===== config.mk =====
export PLATFORM = sky130hd
export DESIGN_NAME = lfsa_cell
export DESIGN_NICKNAME = d
export VERILOG_FILES = /design/src/sv/lfsa_pkg.sv /design/src/sv/lfsa_cell.sv
export SDC_FILE = /design/constraint.sdc
export NUM_CORES = 1
export LEC_CHECK = 0
export ABC_AREA = 1
export BUFFER_PORTS_ARGS = -buffer_cell sky130_fd_sc_hd__buf_2
export CAP_MARGIN = 5
export CORE_MARGIN = 1
export CORE_UTILIZATION = 40
export DETAILED_ROUTE_END_ITERATION = 7
export PLACE_DENSITY_LB_ADDON = 0.25
export REMOVE_ABC_BUFFERS = 1
export SLEW_MARGIN = 20
export SYNTH_ARGS = -nofsm -noshare
export SYNTH_HDL_FRONTEND = slang
export SYNTH_SLANG_ARGS = --single-unit

===== constraint.sdc =====
create_clock -name clk -period 3.75 [get_ports clk]
set_input_delay 0.375 -clock clk [delete_from_list [all_inputs] [get_ports clk]]
set_output_delay 0.375 -clock clk [all_outputs]
set_load 0.05 [all_outputs]

===== src/sv/lfsa_pkg.sv =====
// Shared item types and field widths for the lowest free slot allocator.
package lfsa_pkg;

  localparam int TIME_W   = 32;
  localparam int ACTIVE_W = 7;
  localparam int SLOT_W   = 6;
  localparam int COUNT_W  = 7;

  localparam logic [ACTIVE_W-1:0] ACTIVE_RESET = ACTIVE_W'(64);

  typedef struct packed {
    logic [TIME_W-1:0] start_time;
    logic [TIME_W-1:0] end_time;
    logic              restart;
  } in_item_t;

  typedef struct packed {
    logic               granted;
    logic [SLOT_W-1:0]  slot_index;
    logic [COUNT_W-1:0] busy_count;
  } out_item_t;

endpackage


===== src/sv/lfsa_cell.sv =====
// One slot of the allocator chain: holds busy flag and end time, passes the request on.
module lfsa_cell #(
  parameter int SLOTS = 64,
  parameter int INDEX = 0
) (
  input  logic                               clk,
  input  logic                               rst,
  input  logic                               adv,
  input  logic                               valid_in,
  input  lfsa_pkg::in_item_t                 req_in,
  input  logic [lfsa_pkg::ACTIVE_W-1:0]      limit_in,
  input  logic                               found_in,
  input  logic [((SLOTS > 1) ? $clog2(SLOTS) : 1)-1:0] pick_in,
  input  logic [$clog2(SLOTS + 1)-1:0]       count_in,
  output logic                               valid_out,
  output lfsa_pkg::in_item_t                 req_out,
  output logic [lfsa_pkg::ACTIVE_W-1:0]      limit_out,
  output logic                               found_out,
  output logic [((SLOTS > 1) ? $clog2(SLOTS) : 1)-1:0] pick_out,
  output logic [$clog2(SLOTS + 1)-1:0]       count_out
);

  localparam int IW = (SLOTS > 1) ? $clog2(SLOTS) : 1;
  localparam int CW = $clog2(SLOTS + 1);

  logic                        busy;
  logic [lfsa_pkg::TIME_W-1:0] end_q;
  logic                        busy_live;
  logic                        in_range;
  logic                        take;
  logic                        busy_next;

  // Restart and expiry act before the grant decision.
  assign busy_live = busy && !req_in.restart && !(end_q < req_in.start_time);
  assign in_range  = ({{(32 - lfsa_pkg::ACTIVE_W){1'b0}}, limit_in} > 32'(INDEX));
  assign take      = valid_in && !found_in && in_range && !busy_live;
  assign busy_next = busy_live || take;

  always_ff @(posedge clk) begin
    if (rst) begin
      busy      <= 1'b0;
      valid_out <= 1'b0;
    end else if (adv) begin
      valid_out <= valid_in;
      if (valid_in) begin
        busy <= busy_next;
      end
    end
  end

  always_ff @(posedge clk) begin
    if (adv) begin
      if (take) begin
        end_q <= req_in.end_time;
      end
      req_out   <= req_in;
      limit_out <= limit_in;
      found_out <= found_in || take;
      pick_out  <= take ? IW'(INDEX) : pick_in;
      count_out <= count_in + CW'(busy_next);
    end
  end

endmodule


### Word level (Yosys, flattened, before mapping)

Index checks and enable logic that the tools add are counted.

* word-level logic and storage cells: 26
* bits in registers: 120
* input bits: 90
* output and inout port bits: 87

* add/subtract/negate cells: 1
* $lt $le $gt $ge: 2
* reductions and logical operators: 13

Operators with widths (number)
* < comparator 32 bit: 1
* adder 7 x 1 -> 7 bit: 1
* greater-than comparator 7 x 1 -> 1 bit, second input constant: 1
* logical AND 1 bit: 5
* logical NOT 1 bit: 4
* AND reduction 2 bit: 2
* logical OR 1 bit: 2

### Logic depth before layout (Yosys ltp)

* depth after elaboration: 7
* depth in mapped cells: 20
* mapped depth without buffers: 20

### Worst setup path before layout

No wires, ideal clock.

* path kind: input-to-reg
* start point: input req_in[38] in the netlist's numbering
* end point: register end_q[0] in the netlist's numbering (enable)
* data arrival time: 2.729 ns
* cell stages on the path: 13
* setup time: 0.421 ns
* path slack: 0.600 ns
* buffers on the path: 0
* required time: 3.329 ns
* cell sequence: inv_1 > ha_1 > a21oi_1 > nor2_1 > nor3_2 > nand2_1 > nand2_1 > nand2_1 > nand2_1 > nand2_1 > nand2_2 > nand2_4 > nor2_1

* longest elaborated chain between the ends: 6

Ends and longest elaborated chain
* start: declaration: line lfsa_cell.sv:10 `input lfsa_pkg::in_item_t req_in,`
* < comparator 32 bit: line lfsa_cell.sv:34 `assign busy_live = busy && !req_in.restart && !(end_q < req_in.start_time);`
* logical NOT 1 bit: line lfsa_cell.sv:34
* logical AND 1 bit: line lfsa_cell.sv:34
* logical NOT 1 bit: line lfsa_cell.sv:36 `assign take = valid_in && !found_in && in_range && !busy_live;`
* logical AND 1 bit: line lfsa_cell.sv:36
* AND reduction 2 bit (no source line)
* end signal: assignment: line lfsa_cell.sv:54 `end_q <= req_in.end_time;`
* end: declaration: line lfsa_cell.sv:27 `logic [lfsa_pkg::TIME_W-1:0] end_q;`

Every way passes these cells.
A chain may end at the register's enable or synchronous reset.

### Worst setup path after layout

* start point: register end_q[7] in the netlist's numbering
* end point: register count_out[6], data pin

* longest elaborated chain between the ends: 7

Ends and longest elaborated chain
* < comparator 32 bit *: line lfsa_cell.sv:34
* logical NOT 1 bit *: line lfsa_cell.sv:34
* logical AND 1 bit *: line lfsa_cell.sv:34
* logical NOT 1 bit: line lfsa_cell.sv:36
* logical AND 1 bit: line lfsa_cell.sv:36
* logical OR 1 bit *: line lfsa_cell.sv:37 `assign busy_next = busy_live || take;`
* net busy_next: line lfsa_cell.sv:31 `logic busy_next;`
* adder 7 x 1 -> 7 bit *: line lfsa_cell.sv:60 `count_out <= count_in + CW'(busy_next);`
* end signal: assignment: line lfsa_cell.sv:60
* end: declaration: line lfsa_cell.sv:20 `output logic [$clog2(SLOTS + 1)-1:0] count_out`

The timed path passes the listed nets; every way through them passes the cells marked *.

==> impl_metrics.tcl <==
set metrics [dict create \
    status "finished, final reports clean" \
    ys_ff_latch 120 \
    crit_path_end_kind "register" \
    r2r_cells 17 \
    crit_required_ns 3.90 \
    cts_made_buffers 17 \
    setup-violations-final 0 \
    place_congestion 0.709 \
    synth.most_common_cell "edfxtp_1" \
    synthMuxAreaShare_pct 0 \
    cts.clk_slew.worst_paths_ns 0.05 \
    drc 0 \
    syn-cell-area_um2 4680 \
    drv_slew 0 \
    via_per_inst 4.45 \
    critPathArrivalTime_ns 2.64 \
    finalSetupTns_ns 0 \
    final_hold_viol_count 0 \
    synthCells 305 \
    grt_use_total_pct 15.1 \
    cts_tree "yes" \
    path_class "register to register" \
    synth-edff-count 118 \
    post-cts-setup-buffers 0 \
    holdBufCountCts 0 \
    min_period_ns 2.49 \
    synth_xor_area_share_pct 0.935 \
    routedWlPerCell_um 13.7 \
    synth_fa_ha_area_share_pct 8.81 \
    vias 2931 \
    synth_top_area_share_pct 75.6 \
    area.growth.synth_to_final_pct 35.4 \
    num-nets-final 625 \
    worst_pin_slew_ns 0.586 \
    drive_gt1_share_pct 41.9 \
    max_freq_mhz 402 \
    cellPowerDensity_nw_per_um2 577 \
    fillers 969 \
    cp_cell_sequence "ha_1 > nand2_1 > nor2_1 > nand2_1 > nand2_1 > nand2_1 > nand2_1 > nand2_1 > nand2_1 > nand2_2 > nand2_1 > ha_1 > ha_1 > nand3_1 > nor2_1 > nand2_1 > xnor2_1" \
    cts-resized-gates 0 \
    rows 39 \
    hold_class "input port to register" \
    grt_max_degree 46 \
    ys.flop_type "edfxtp_1" \
    p_leak_nw 2.89 \
    cap_violations 0 \
    cp_common_cell "nand2_1" \
    drtAntennaViolNets 0 \
    cp_slowest_cell "edfxtp_1" \
    path_max_fanout 3 \
    drt_iter0_drc 104 \
    yosysSeqAreaShare_pct 76.5 \
    die_h_um 110 \
    clkLatencyLatePin_ns 0.41 \
    final_cells 659 \
    wl_mm 9.00 \
    slew_headroom_pct 60.9 \
    fp.dieW_um 110 \
    htree_levels 4 \
    ys_types 21 \
    root_buffer "clkbuf_16" \
    portBuffers 176 \
    reg2reg_from "end_q[7]" \
    worst_clock_skew_ns 0.00763 \
    postSynthAreaPerCell_um2 15.4 \
    dieArea_um2 12100 \
    grt_pass1_vias 2831 \
    synth_top_cell_by_area "edfxtp_1" \
    crit_path_start_kind "register" \
    dp_cells 626 \
    synth_common_cells "edfxtp_1 (118), inv_1 (54), nand2_1 (38)" \
    synth_top_family_by_area "adder cells" \
    cts_num_sinks 120 \
    rsz0062_at_grt "no" \
    grt_pass1_wl_mm 13.1 \
    grt_overflow 0 \
    initial_core_util_pct 41.0 \
    ir_drop_v 0.000329 \
    hpwl_mm 6.45 \
    ios 177 \
    post-route-util_pct 55.5 \
    ys_top_cells_by_area "edfxtp_1 (76%), ha_1 (8.8%), inv_1 (4.3%), nand2_1 (3.0%), a21oi_1 (1.7%)" \
    crit_start "end_q[7]" \
    slowest_delay_ns 0.37 \
    clk_path_buf_depth 2 \
    synth-simple-area-share_pct 7.00 \
    synthArstFlopShare_pct 0 \
    fin_crit_sh_pct 66.4 \
    core-area_um2 11400 \
    antenna_found_initial 1 \
    holdPathStages 2 \
    yosys_warnings 0 \
    drt_first_pass_iters 4 \
    synth_compound_area_share_pct 2.24 \
    min_from "rst" \
]
-- report_power, final --
group	internal (mW)	switching [mW]	leakage, nW
Combinational	0.116	0.378	1.46
Clock	1.03	0.543	0.278
Sequential	1.57	0.0202	1.15
-- worst max-delay path, delay by kind of cell, from the launching register on --
kind                       cells  cell delay, ns
adders and majority gates      3            0.69
DFF                            1            0.37
xor gates and xnor gates       1            0.12
and+or+nand+nor               13            1.08
-- worst paths after layout --
check                               endpoint  slack, ns
worst min register to register     valid_out       0.46
worst max-delay path            count_out[6]       1.26
worst min-delay path               valid_out       0.14
worst max register to register  count_out[6]       1.26
-- metrics by stage --
step	power (mW)	worst slack, ns	hold slack [ns]	instance area [um^2]
floorplan	1.95	0.600	0.444	4680
global placement	2.11	1.18	0.444	5770
detailed placement	2.12	1.13	0.452	5770
CTS	3.70	1.22	0.124	6340
global route	3.79	0.947	0.130	6340
finish	3.66	1.26	0.141	6340
-- cell families after synthesis --
logic type	after synthesis
DFF	120
buffers and inverters	55
and+or+nand+nor	71
adders and majority gates	33
xor gates and xnor gates	5
AOI/OAI and AO/OA	21
-- layout make-up --
| class | count | area [um^2] | area share, % |
|---|---|---|---|
| Timing Repair Buffer | 178 | 898 | 14.2 |
| Multi-Input combinational cell | 130 | 897 | 14.1 |
| Tap cell | 143 | 179 | 2.82 |
| Sequential cell | 120 | 3580 | 56.5 |
| Antenna cell | 1 | 2.50 | 0.0395 |
| Inverter | 55 | 211 | 3.33 |
| Clock buffer | 20 | 437 | 6.89 |
| Clock inverter | 12 | 133 | 2.09 |
-- per-layer routing --
layer / GRT usage, % / share of wire (%) / up-vias
li1: - / - / 1463
met1: 16.6 / 40 / 1358
met2: 25.0 / 51 / 95
met3: 6.35 / 7.0 / 15
met4: 7.71 / 1.9 / 0
met5: 0 / 0 / -
-- placed cells by master, fill, tap and decap left out, types with 2 or more instances in the layout --
cell	instances
ha_1	33
a21oi_1	16
nand2_1	38
nand3_1	4
dfxtp_1	2
buf_4	3
nor2_4	2
clkbuf_16	17
nor3_2	2
nor2_1	13
clkbuf_1	3
edfxtp_1	118
xor2_1	4
bufinv_16	3
clkinv_2	4
inv_1	54
nor2_2	5
clkinv_1	4
nor3_1	2
buf_2	175
o21ai_0	5
-- sequential cells by signal, summed over array words and instances, names as in the netlist --
name,flops
req_out,65
end_q,32
count_out,7
limit_out,7
pick_out,6
busy,1
found_out,1
valid_out,1
Power figures use the tool's default switching activity.
